## config.mk

```make
export PLATFORM = sky130hd
export DESIGN_NAME = radix_digit_converter_core
export DESIGN_NICKNAME = d
export VERILOG_FILES = /design/src/design/rdc_pkg.sv /design/src/design/rdc_front.sv /design/src/design/rdc_back.sv /design/src/design/radix_digit_converter_core.sv
export SDC_FILE = /design/constraint.sdc
export NUM_CORES = 1
export LEC_CHECK = 0
export BUFFER_PORTS_ARGS = -buffer_cell sky130_fd_sc_hd__buf_2
export CAP_MARGIN = 15
export CORE_UTILIZATION = 60
export CTS_CLUSTER_DIAMETER = 50
export DETAILED_ROUTE_END_ITERATION = 6
export PLACE_DENSITY = 0.87
export SYNTH_ARGS = -nofsm -noshare
export SYNTH_HDL_FRONTEND = slang
export SYNTH_SLANG_ARGS = --single-unit
```

## constraint.sdc

```tcl
create_clock -name i_clk -period 8.3 [get_ports i_clk]
set_input_delay 0 -clock i_clk [delete_from_list [all_inputs] [get_ports i_clk]]
set_output_delay 0 -clock i_clk [all_outputs]
set_load 0.05 [all_outputs]
```

## src/design/rdc_pkg.sv

```systemverilog
`timescale 1ns / 1ps
// Package for the radix digit converter: field widths, ASCII constants,
// transaction structs and the back end state type. No dependencies.
package rdc_pkg;

    localparam int VALUE_W         = 64;  // width of the value field
    localparam int RADIX_W         = 6;   // width of the radix field
    localparam int DIGIT_W         = 6;   // width of one digit value
    localparam int CHAR_W          = 7;   // width of one ASCII code
    localparam int VALUE_WIDTH_DEF = 64;
    localparam int MAX_RADIX_DEF   = 36;
    localparam int MIN_RADIX       = 2;
    localparam int DEC_LIMIT       = 10;
    localparam int CHAR_ZERO       = 48;  // '0'
    localparam int CHAR_ALPHA      = 55;  // 'A' - 10

    typedef struct packed {
        logic [VALUE_W-1:0] value;
        logic [RADIX_W-1:0] radix;
    } t_in;

    typedef struct packed {
        logic [DIGIT_W-1:0] digit_value;
        logic [CHAR_W-1:0]  digit_char;
        logic               last_digit;
    } t_out;

    // Classified job handed from front to back (radix already clamped).
    typedef struct packed {
        logic [VALUE_W-1:0] value;
        logic [RADIX_W-1:0] radix;
    } t_job;

    typedef enum logic [1:0] {
        ST_IDLE,
        ST_DIV,
        ST_READ,
        ST_LOAD
    } t_back_state;

    function automatic logic [CHAR_W-1:0] ascii_of(input logic [DIGIT_W-1:0] d);
        logic [CHAR_W-1:0] dx;
        dx = {{(CHAR_W-DIGIT_W){1'b0}}, d};
        if (d < DIGIT_W'(DEC_LIMIT)) begin
            return dx + CHAR_W'(CHAR_ZERO);
        end else begin
            return dx + CHAR_W'(CHAR_ALPHA);
        end
    endfunction

endpackage

```

## src/design/rdc_front.sv

```systemverilog
`timescale 1ns / 1ps
// Front end: accepts input transactions, clamps the radix and holds the
// jobs in a two-entry queue for the back end. Depends on rdc_pkg.
module rdc_front #(
    parameter int MAX_RADIX = rdc_pkg::MAX_RADIX_DEF
) (
    input  logic          i_clk,
    input  logic          i_rst_n,
    input  logic          i_in_valid,
    output logic          o_in_stall,
    input  rdc_pkg::t_in  i_in_data,
    output logic          o_job_valid,
    input  logic          i_job_pop,
    output rdc_pkg::t_job o_job
);
    import rdc_pkg::*;

    t_job       r_q [2];
    logic       r_wr_ptr;
    logic       r_rd_ptr;
    logic [1:0] r_count;
    t_job       w_job;
    logic       w_push;
    logic       w_pop;

    // Clamp the base into MIN_RADIX..MAX_RADIX.
    always_comb begin
        w_job.value = i_in_data.value;
        if (i_in_data.radix < RADIX_W'(MIN_RADIX)) begin
            w_job.radix = RADIX_W'(MIN_RADIX);
        end else if (i_in_data.radix > RADIX_W'(MAX_RADIX)) begin
            w_job.radix = RADIX_W'(MAX_RADIX);
        end else begin
            w_job.radix = i_in_data.radix;
        end
    end

    assign o_in_stall  = (r_count == 2'd2);
    assign w_push      = i_in_valid && !o_in_stall;
    assign o_job_valid = (r_count != 2'd0);
    assign w_pop       = i_job_pop && o_job_valid;
    assign o_job       = r_q[r_rd_ptr];

    always_ff @(posedge i_clk) begin
        if (!i_rst_n) begin
            r_wr_ptr <= 1'b0;
            r_rd_ptr <= 1'b0;
            r_count  <= 2'd0;
        end else begin
            if (w_push) begin
                r_wr_ptr <= !r_wr_ptr;
            end
            if (w_pop) begin
                r_rd_ptr <= !r_rd_ptr;
            end
            if (w_push && !w_pop) begin
                r_count <= r_count + 2'd1;
            end else if (w_pop && !w_push) begin
                r_count <= r_count - 2'd1;
            end
        end
    end

    always_ff @(posedge i_clk) begin
        if (w_push) begin
            r_q[r_wr_ptr] <= w_job;
        end
    end

endmodule

```

## src/design/rdc_back.sv

```systemverilog
`timescale 1ns / 1ps
// Back end: bit-serial division by the radix, digit store, and emission of
// the digits most significant first through an output register. Depends on rdc_pkg.
module rdc_back #(
    parameter int VALUE_WIDTH = rdc_pkg::VALUE_WIDTH_DEF,
    parameter int MAX_RADIX   = rdc_pkg::MAX_RADIX_DEF
) (
    input  logic          i_clk,
    input  logic          i_rst_n,
    input  logic          i_job_valid,
    output logic          o_job_pop,
    input  rdc_pkg::t_job i_job,
    output logic          o_out_valid,
    input  logic          i_out_stall,
    output rdc_pkg::t_out o_out_data
);
    import rdc_pkg::*;

    localparam int IDX_W = $clog2(VALUE_WIDTH);

    t_back_state          r_state;
    t_back_state          n_state;
    logic [VALUE_WIDTH-1:0] r_quot;
    logic [VALUE_WIDTH-1:0] n_quot;
    logic [RADIX_W-1:0]   r_radix;
    logic [DIGIT_W-1:0]   r_rem;
    logic [DIGIT_W-1:0]   n_rem;
    logic [IDX_W-1:0]     r_bit;
    logic [IDX_W-1:0]     r_cnt;
    logic [IDX_W-1:0]     r_idx;
    logic [DIGIT_W-1:0]   r_store [VALUE_WIDTH];
    logic [DIGIT_W-1:0]   r_rd_data;
    logic                 r_out_valid;
    t_out                 r_out_data;
    logic [DIGIT_W:0]     w_trial;
    logic [DIGIT_W:0]     w_diff;
    logic                 w_ge;
    logic                 w_last_bit;
    logic                 w_digit_done;
    logic                 w_out_free;
    logic                 w_load_out;

    // One restoring-division step per cycle.
    assign w_trial    = {r_rem, r_quot[VALUE_WIDTH-1]};
    assign w_ge       = (w_trial >= {{(DIGIT_W+1-RADIX_W){1'b0}}, r_radix});
    assign w_diff     = w_trial - {{(DIGIT_W+1-RADIX_W){1'b0}}, r_radix};
    assign n_rem      = w_ge ? w_diff[DIGIT_W-1:0] : w_trial[DIGIT_W-1:0];
    assign n_quot     = {r_quot[VALUE_WIDTH-2:0], w_ge};
    assign w_last_bit = (r_bit == IDX_W'(VALUE_WIDTH - 1));
    assign w_out_free = !r_out_valid || !i_out_stall;

    always_comb begin
        n_state      = r_state;
        o_job_pop    = 1'b0;
        w_digit_done = 1'b0;
        w_load_out   = 1'b0;
        unique case (r_state)
            ST_IDLE: begin
                if (i_job_valid) begin
                    o_job_pop = 1'b1;
                    n_state   = ST_DIV;
                end
            end
            ST_DIV: begin
                if (w_last_bit) begin
                    w_digit_done = 1'b1;
                    if (n_quot == '0) begin
                        n_state = ST_READ;
                    end
                end
            end
            ST_READ: begin
                n_state = ST_LOAD;
            end
            ST_LOAD: begin
                if (w_out_free) begin
                    w_load_out = 1'b1;
                    n_state    = (r_idx == '0) ? ST_IDLE : ST_READ;
                end
            end
            default: n_state = ST_IDLE;
        endcase
    end

    always_ff @(posedge i_clk) begin
        if (!i_rst_n) begin
            r_state     <= ST_IDLE;
            r_out_valid <= 1'b0;
        end else begin
            r_state <= n_state;
            if (w_load_out) begin
                r_out_valid <= 1'b1;
            end else if (!i_out_stall) begin
                r_out_valid <= 1'b0;
            end
        end
    end

    // Datapath registers.
    always_ff @(posedge i_clk) begin
        if (o_job_pop) begin
            r_quot  <= i_job.value[VALUE_WIDTH-1:0];
            r_radix <= i_job.radix;
            r_rem   <= '0;
            r_bit   <= '0;
            r_cnt   <= '0;
        end else if (r_state == ST_DIV) begin
            r_quot <= n_quot;
            if (w_digit_done) begin
                r_rem <= '0;
                r_bit <= '0;
                r_cnt <= r_cnt + IDX_W'(1);
                r_idx <= r_cnt;
            end else begin
                r_rem <= n_rem;
                r_bit <= r_bit + IDX_W'(1);
            end
        end else if (w_load_out) begin
            r_idx <= r_idx - IDX_W'(1);
        end
        if (w_load_out) begin
            r_out_data.digit_value <= r_rd_data;
            r_out_data.digit_char  <= ascii_of(r_rd_data);
            r_out_data.last_digit  <= (r_idx == '0);
        end
    end

    // Digit store: one write port, one registered read port.
    always_ff @(posedge i_clk) begin
        if (w_digit_done) begin
            r_store[r_cnt] <= n_rem;
        end
        r_rd_data <= r_store[r_idx];
    end

    assign o_out_valid = r_out_valid;
    assign o_out_data  = r_out_data;

    a_rem_below_radix: assert property (@(posedge i_clk) disable iff (!i_rst_n)
        (r_state == ST_DIV) |-> (r_rem < r_radix))
        else $error("partial remainder not below radix");

    a_radix_range: assert property (@(posedge i_clk) disable iff (!i_rst_n)
        (r_state == ST_DIV) |->
        (r_radix >= RADIX_W'(MIN_RADIX)) && (r_radix <= RADIX_W'(MAX_RADIX)))
        else $error("radix out of range during division");

    a_load_source: assert property (@(posedge i_clk) disable iff (!i_rst_n)
        $rose(o_out_valid) |-> ($past(r_state) == ST_LOAD))
        else $error("output register loaded outside digit load");

endmodule

```

## src/design/radix_digit_converter_core.sv

```systemverilog
`timescale 1ns / 1ps
// The divider produces one quotient bit per cycle; each digit takes a full
// pass over the value, then the digits are read back from the digit store.
// The back end takes a new transaction only once the last digit of the one
// before has been loaded into the output register.
// Reset: i_rst_n synchronous active low; empties the queue and idles the
// back end. The digit store is not cleared.
module radix_digit_converter_core #(
    parameter int VALUE_WIDTH = rdc_pkg::VALUE_WIDTH_DEF,
    parameter int MAX_RADIX   = rdc_pkg::MAX_RADIX_DEF
) (
    input  logic          i_clk,
    input  logic          i_rst_n,
    input  logic          i_in_valid,
    output logic          o_in_stall,
    input  rdc_pkg::t_in  i_in_data,
    output logic          o_out_valid,
    input  logic          i_out_stall,
    output rdc_pkg::t_out o_out_data
);
    import rdc_pkg::*;

    // Queue handoff between front and back.
    logic w_job_valid;
    logic w_job_pop;
    t_job w_job;

    // Front: accept transactions, clamp the radix, buffer up to two jobs.
    rdc_front #(
        .MAX_RADIX (MAX_RADIX)
    ) u_front (
        .i_clk       (i_clk),
        .i_rst_n     (i_rst_n),
        .i_in_valid  (i_in_valid),
        .o_in_stall  (o_in_stall),
        .i_in_data   (i_in_data),
        .o_job_valid (w_job_valid),
        .i_job_pop   (w_job_pop),
        .o_job       (w_job)
    );

    // Back: divide repeatedly, store remainders, emit digits most
    // significant first with the final digit flagged.
    rdc_back #(
        .VALUE_WIDTH (VALUE_WIDTH),
        .MAX_RADIX   (MAX_RADIX)
    ) u_back (
        .i_clk       (i_clk),
        .i_rst_n     (i_rst_n),
        .i_job_valid (w_job_valid),
        .o_job_pop   (w_job_pop),
        .i_job       (w_job),
        .o_out_valid (o_out_valid),
        .i_out_stall (i_out_stall),
        .o_out_data  (o_out_data)
    );

endmodule
```

---- Word level (Yosys, flattened, before mapping) ----
Memories as Yosys holds them, arrays and structs flattened. A register that Yosys moved wholly into a read port is not among the register bits.
Index checks and enable logic that the tools add are counted.
cells by class
  add/sub/neg operators ................... 8
  multipliers ............................. 0
  divide/modulo/power cells ............... 0
  $lt $le $gt $ge ......................... 4
  eq/ne operators ......................... 11
  shift operators ......................... 0
  muxes and demuxes ....................... 33
  bitwise operators ....................... 1
  reduce and logical (&&, ||, !) cells .... 22
operator list
  kind                 count
  $mux 64              2
  $logic_not 64->1     1
  $mux 6               8
  $add 6x6->7 const B  2
  $mux 1               14
  $mux 2               7
  $add 6x1->6 const B  2
  $ne 2x1->1 const B   5
  $pmux 2 s4           1
  $reduce_bool 2->1    4
  $ge 7x6->1           1
  $logic_not 1->1      7
  $mux 7               1
  $eq 2x2->1 const B   3
  $eq 6x6->1 const B   1
  $gt 6x6->1 const B   1
  $logic_not 6->1      1
  $lt 6x2->1 const B   1
  $lt 6x4->1 const B   1
  $sub 6x1->6 const B  1
  $sub 6x6->6          1
  $logic_and 1x1->1    4
  $reduce_and 4->1     1
  $reduce_and 3->1     1
  8 further kinds      8
word-level totals
  register bits ........................... 115
  bits in latches ......................... 0
  memory bits (writable) .................. 524
  bits in read-only memories .............. 0
  input port bits ......................... 74
  word-level logic and storage cells ...... 95
  memories kept ........................... 2
memory list
  name            depth  width  read ports  clocked after Yosys merged registers in  wr ports  line             source
  u_back.r_store  64     6      1           1                                        1         rdc_back.sv:31   logic [DIGIT_W-1:0] r_store [VALUE_WIDTH];
  u_front.r_q     2      70     1           1                                        1         rdc_front.sv:18  t_job r_q [2];

---- Logic depth before layout (Yosys ltp) ----
  word-level depth ........................ 7
  mapped depth ............................ 10

---- Modules after synthesis ----
A second synthesis with hierarchy kept.
unflattened totals
  cells, all modules ...................... 1,326
  area, all modules ....................... 25,498.2 um2
modules (own cells, without submodules)
  module     instances  cells an instance  area an instance (um2)  sequential area each (um2)
  rdc_back   1          1,072              20,165.6                14,774.2
  rdc_front  1          254                5,332.6                 4,304.1

---- Least setup slack after synthesis ----
Ideal clock, no wire load.
  kind .................................... register to register
  start ................................... register u_back.r_radix[0]
  end ..................................... memory u_back.r_store[0][5], data pin
  setup time .............................. 0.732 ns
  data arrival time ....................... 4.128 ns
  data required time ...................... 7.568 ns
  path slack .............................. 3.440 ns
  cell stages (with the launch flop) ...... 9
  buffers on the path ..................... 1
  cell sequence ........................... edfxtp_1 > ha_1 > nand2b_1 > a21o_1 > a21oi_1 > o21ai_0 > clkbuf_1 > nor2_1 > a211oi_1
on the way
  longest elaborated chain between the ends .. 2
  elaborated cells between the ends (all ways) .. 3
  classes of those cells .................. add/sub (1); order compare (1); mux (1)
RTL lines
  what                                              line                            source
  from (decl)                                       rdc_back.sv:25                  logic [RADIX_W-1:0] r_radix;
  from (signal assigned)                            rdc_back.sv:103                 r_radix <= i_job.radix;
  $sub 6x6->6 / $ge 7x6->1 (equally long branches)  rdc_back.sv:46, rdc_back.sv:45
  $mux 6 (*)                                        rdc_back.sv:47                  assign n_rem = w_ge ? w_diff[DIGIT_W-1:0] : w_trial[DIGIT_W-1:0];
  named net u_back.n_rem[5]                         rdc_back.sv:27                  logic [DIGIT_W-1:0] n_rem;
  to (decl)                                         rdc_back.sv:31
The timed path passes the listed nets; every way through them passes the cells marked *.

---- Final worst setup path ----
  start ................................... register u_back.r_state[0]
  end ..................................... register u_back.r_quot[43] (enable)
on the way
  longest elaborated chain between the ends .. 3
  elaborated cells between the ends (all ways) .. 4
  classes of those cells .................. eq/ne (1); mux (1); reduce/logical (2)
RTL lines
  what                             line             source
  from (decl)                      rdc_back.sv:21   t_back_state r_state;
  from (signal assigned)           rdc_back.sv:90   r_state <= n_state;
  $logic_not 2->1                  rdc_back.sv:57   unique case (r_state)
  $mux 1                           rdc_back.sv:57
  $reduce_bool 2->1 (no line) (*)  n/a
  to (signal assigned)             rdc_back.sv:102  r_quot <= i_job.value[VALUE_WIDTH-1:0];
  to (signal assigned)             rdc_back.sv:108  r_quot <= n_quot;
  to (decl)                        rdc_back.sv:23   logic [VALUE_WIDTH-1:0] r_quot;
Mark *: on every way between the ends. The rest lies on a longest branch, timed or not.
A chain may end at the register's enable or synchronous reset.

==> metrics.txt <==
# TYPE chip_impl_metric gauge
chip_impl_metric{name="portion_of_the_post_synthesis_area_used_by_sequential_elements",unit="%"} 75.3
chip_impl_metric{name="async_reset_ff_share",unit="%"} 0
chip_impl_metric{name="slew_headroom",unit="%"} 18.0
chip_impl_metric{name="placement.cell_area",unit="um2"} 26300
chip_impl_metric{name="ctsHtreeMaxLevel",unit=""} 2
chip_impl_info{name="setup.worst_path.class",value="register to register"} 1
chip_impl_metric{name="final_net_count",unit=""} 1690
chip_impl_metric{name="maximum_fanout_along_the_worst_path",unit=""} 128
chip_impl_info{name="cts_tree",value="done"} 1
chip_impl_info{name="netlist_top_cells_area",value="edfxtp_1 (73%), mux4_2 (8.4%), mux2i_1 (3.8%), dfxtp_1 (2.5%), o21ai_0 (1.8%)"} 1
chip_impl_metric{name="crit_path_max_incr_delay",unit="ns"} 0.89
chip_impl_metric{name="ff2ff_setup_slack",unit="ns"} 4.38
chip_impl_metric{name="cts.reportedPaths.clkPinSlew",unit="ns"} 0.07
chip_impl_metric{name="buffer_ports.inserted",unit=""} 89
chip_impl_metric{name="fin_crit_sh",unit="%"} 47.2
chip_impl_metric{name="layout.cells.non_filler",unit=""} 2180
chip_impl_metric{name="detail_route.drc_violations",unit=""} 0
chip_impl_metric{name="fillerInstances",unit=""} 2287
chip_impl_metric{name="power.static_leakage",unit="nW"} 9.72
chip_impl_metric{name="ys_seq_elements",unit=""} 646
chip_impl_metric{name="drv_cap",unit=""} 0
chip_impl_metric{name="post_cts.resized_instances",unit=""} 0
chip_impl_metric{name="clock-sinks",unit=""} 646
chip_impl_metric{name="detail_route.first_pass.iterations",unit=""} 6
chip_impl_metric{name="netlist.area_leader.share",unit="%"} 72.7
chip_impl_metric{name="power_density",unit="nW/um2"} 329
chip_impl_metric{name="layout_min_cycle_time",unit="ns"} 3.92
chip_impl_metric{name="dp.cells",unit=""} 1992
chip_impl_metric{name="maximum_clock_skew_at_final_layout",unit="ns"} 0.0296
chip_impl_metric{name="vias_in_the_first_global_route",unit=""} 14600
chip_impl_metric{name="via_per_inst",unit=""} 6.55
chip_impl_metric{name="grt_pass1_wl",unit="mm"} 87.9
chip_impl_metric{name="globalplace.congestion",unit=""} 0.798
chip_impl_metric{name="cp.required",unit="ns"} 8.57
chip_impl_metric{name="register_area",unit="um2"} 19100
chip_impl_info{name="hp-class",value="input pin to register"} 1
chip_impl_info{name="worst_setup_path_end_kind",value="register"} 1
chip_impl_metric{name="insertion_delay",unit="ns"} 0.64
chip_impl_metric{name="die_x",unit="um"} 208
chip_impl_metric{name="antenna_found_initial",unit=""} 0
chip_impl_metric{name="synth_enable_flop_cells",unit=""} 614
chip_impl_metric{name="placement_rows",unit=""} 74
chip_impl_metric{name="pin_count",unit=""} 90
chip_impl_metric{name="antenna_violating_nets_post_route",unit=""} 0
chip_impl_metric{name="floorplan_core_area",unit="um2"} 41300
chip_impl_metric{name="route.final.wire_length",unit="mm"} 58.8
chip_impl_info{name="synth_area_leader_cell",value="edfxtp_1"} 1
chip_impl_metric{name="overflow",unit=""} 0
chip_impl_info{name="timing.critical_path.from_type",value="register"} 1
chip_impl_metric{name="vdd_ir_drop_max",unit="V"} 0.000272
chip_impl_metric{name="cts_inserted_buffers",unit=""} 60
chip_impl_metric{name="design.die.area",unit="um2"} 43100
chip_impl_metric{name="fp.dieH",unit="um"} 208
chip_impl_metric{name="detailed_place_hpwl",unit="mm"} 30.3
chip_impl_info{name="path_cells",value="nor2_1 -> o21ai_4 -> buf_4 -> clkinv_1 -> nor2_1 -> inv_2 -> buf_4"} 1
chip_impl_metric{name="report.final.slew_viol_count",unit=""} 0
chip_impl_metric{name="hold_violations",unit=""} 0
chip_impl_info{name="grt_setup_unrepaired",value="false"} 1
chip_impl_metric{name="post_drt_wl_per_cell",unit="um"} 27.0
chip_impl_metric{name="fmax",unit="MHz"} 255
chip_impl_metric{name="antenna_cells",unit=""} 0
chip_impl_metric{name="ys_warn_count",unit=""} 0
chip_impl_metric{name="number_of_cells_produced_by_synthesis",unit=""} 1429
chip_impl_info{name="synthFlopType",value="edfxtp_1"} 1
chip_impl_metric{name="area_growth_syn_to_layout",unit="%"} 14.7
chip_impl_metric{name="multi_input_area",unit="um2"} 5910
chip_impl_metric{name="drtIter0Drc",unit=""} 1823
chip_impl_metric{name="floorplan.initialDensity",unit="%"} 61.4
chip_impl_metric{name="grt_max_degree",unit=""} 129
chip_impl_metric{name="max-clock-path-buffers",unit=""} 3
chip_impl_metric{name="post_synth_instance_area",unit="um2"} 25300
chip_impl_metric{name="setup_viol",unit=""} 0
chip_impl_info{name="cts-root-buf",value="clkbuf_16"} 1
chip_impl_info{name="cpMaxStageDelayCell",value="clkinv_1"} 1
chip_impl_metric{name="share_of_cells_above_drive_strength_1",unit="%"} 18.9
chip_impl_metric{name="route.vias.total",unit=""} 14300
chip_impl_metric{name="total_negative_setup_slack",unit="ns"} 0
chip_impl_info{name="outcome",value="completed"} 1
chip_impl_metric{name="syn_area_per_cell",unit="um2"} 17.7
chip_impl_metric{name="crit_arrival",unit="ns"} 4.19
chip_impl_metric{name="syn_nets",unit=""} 1518
chip_impl_metric{name="synthDistinctLibCells",unit=""} 50
chip_impl_metric{name="max_slew.worst_pin.slew",unit="ns"} 1.23
chip_impl_metric{name="design_area",unit="um2"} 29100
chip_impl_metric{name="globalRouteTotalUtil",unit="%"} 27.5
[where the power goes]
| group | total, mW | internal, mW | leakage (nW) | switching, mW |
|---|---|---|---|---|
| Combinational | 1.89 | 0.475 | 2.86 | 1.41 |
| Clock | 2.78 | 1.56 | 0.949 | 1.22 |
| Sequential | 4.89 | 4.68 | 5.92 | 0.208 |
[metal layers]
layer  vias to the layer above  GRT usage, %  wire (um)
li1                       5951             -          -
met1                      7170          34.3      20900
met2                       999          48.1      30700
met3                       158          5.52       5250
met4                         0          9.70       1970
met5                         -             0          0
[cell type report]
type,count,share of cell area [%]
Sequential cell,646,65.6
Timing Repair Buffer,180,4.73
Multi-Input combinational cell,691,20.3
Inverter,22,0.284
Tap cell,532,2.29
Clock inverter,36,1.37
Clock buffer,73,5.37
[registers in the layout (all words and copies together), names as in the netlist, named ones only]
register / flops
u_back.r_quot: 64
u_back.o_out_data: 14
u_front.r_rd_ptr: 1
u_back.r_rd_data: 6
u_back.o_out_valid: 1
u_back.r_cnt: 6
u_front.r_q: 140
u_front.r_wr_ptr: 1
u_back.r_state: 2
u_back.r_bit: 6
u_front.r_count: 2
u_back.r_rem: 6
u_back.r_idx: 6
u_back.r_store: 384
u_back.r_radix: 6
[cell usage in the layout, fill, tap and decap left out, types with 4 or more instances in the layout]
master | netlist | final
a221oi_1 | 13 | 13
clkinv_1 | 1 | 12
nor2b_1 | 13 | 13
a211oi_1 | 10 | 9
inv_1 | 21 | 20
or3_1 | 5 | 5
clkbuf_16 | 0 | 60
nand3_1 | 17 | 17
nand2b_1 | 9 | 9
a22o_1 | 7 | 7
clkinv_8 | 0 | 4
bufinv_16 | 0 | 7
clkbuf_1 | 47 | 12
edfxtp_1 | 614 | 614
ha_1 | 14 | 14
nor2_1 | 104 | 103
xnor2_1 | 11 | 11
o21ai_0 | 91 | 89
buf_4 | 2 | 11
o21ai_1 | 4 | 5
mux2_2 | 13 | 13
nor4_1 | 16 | 16
dfxtp_1 | 32 | 31
mux4_2 | 94 | 94
nor3_1 | 5 | 5
dlygate4sd3_1 | 0 | 76
a22oi_1 | 4 | 4
clkinv_2 | 0 | 10
a21oi_1 | 26 | 24
buf_2 | 7 | 89
nand4_1 | 8 | 8
nand2_1 | 99 | 99
xor2_1 | 10 | 10
mux2i_1 | 96 | 96
[metrics by stage]
stage / worst slack (ns) / hold WS (ns) / total power [mW] / util, %
floorplan: 3.44 / 0.0989 / 5.94 / -
global placement: 4.70 / 0.187 / 6.42 / 63.6
detailed placement: 4.54 / 0.191 / 6.58 / 63.6
CTS: 4.51 / 0.0653 / 9.34 / 70.2
global route: 4.14 / 0.0771 / 9.83 / 70.4
finish: 4.38 / 0.0882 / 9.56 / 70.4
[cells by family (layout without fill, tap and decap cells)]
kind of cell	Yosys count	after routing	share of synthesized area, %
compound gates	165	165	3.82
xor+xnor	21	21	0.726
fa+ha+maj	16	16	0.809
buf+inv	92	311	1.66
flops	646	646	75.3
mux	203	203	12.7
simple gates	286	286	5.00
[cell usage after synthesis (all sizes together) (8+ instances only)]
cell type and instances:
mux4 94, nand2 99, nor2b 13, nor4 16
nor2 104, a21oi 26, buf 23, o21ai 95
a221oi 13, edfxtp 614, nand3 17, xor2 10
inv 21, mux2i 96, dfxtp 32, ha 14
a211oi 10, nand2b 9, nand4 8, mux2 13
clkbuf 47, xnor2 11
[critical path: cells and delay by family, from the launching register on]
kind                   cells  cell delay (ns)
AO/OA/AOI/OAI              1             0.07
AND/OR/NAND/NOR            2             0.81
flip-flops                 1             0.43
buffers and inverters      4             2.16
[worst paths after layout]
path,cells past startpoint,end,start
max,7,u_back.r_quot[43],u_back.r_state[0]
min,2,u_front.r_q[1][32],i_in_data[32]
max reg2reg,7,u_back.r_quot[43],u_back.r_state[0]
min reg2reg,0,u_back.o_out_data[8],u_back.r_rd_data[0]
[repair_timing]
action | 4_1_cts | 5_1_grt
hold endpoints to repair | 148 | 0
setup buffers | 0 | 0
hold buffers | 76 | 0
Power figures use the tool's default switching activity.
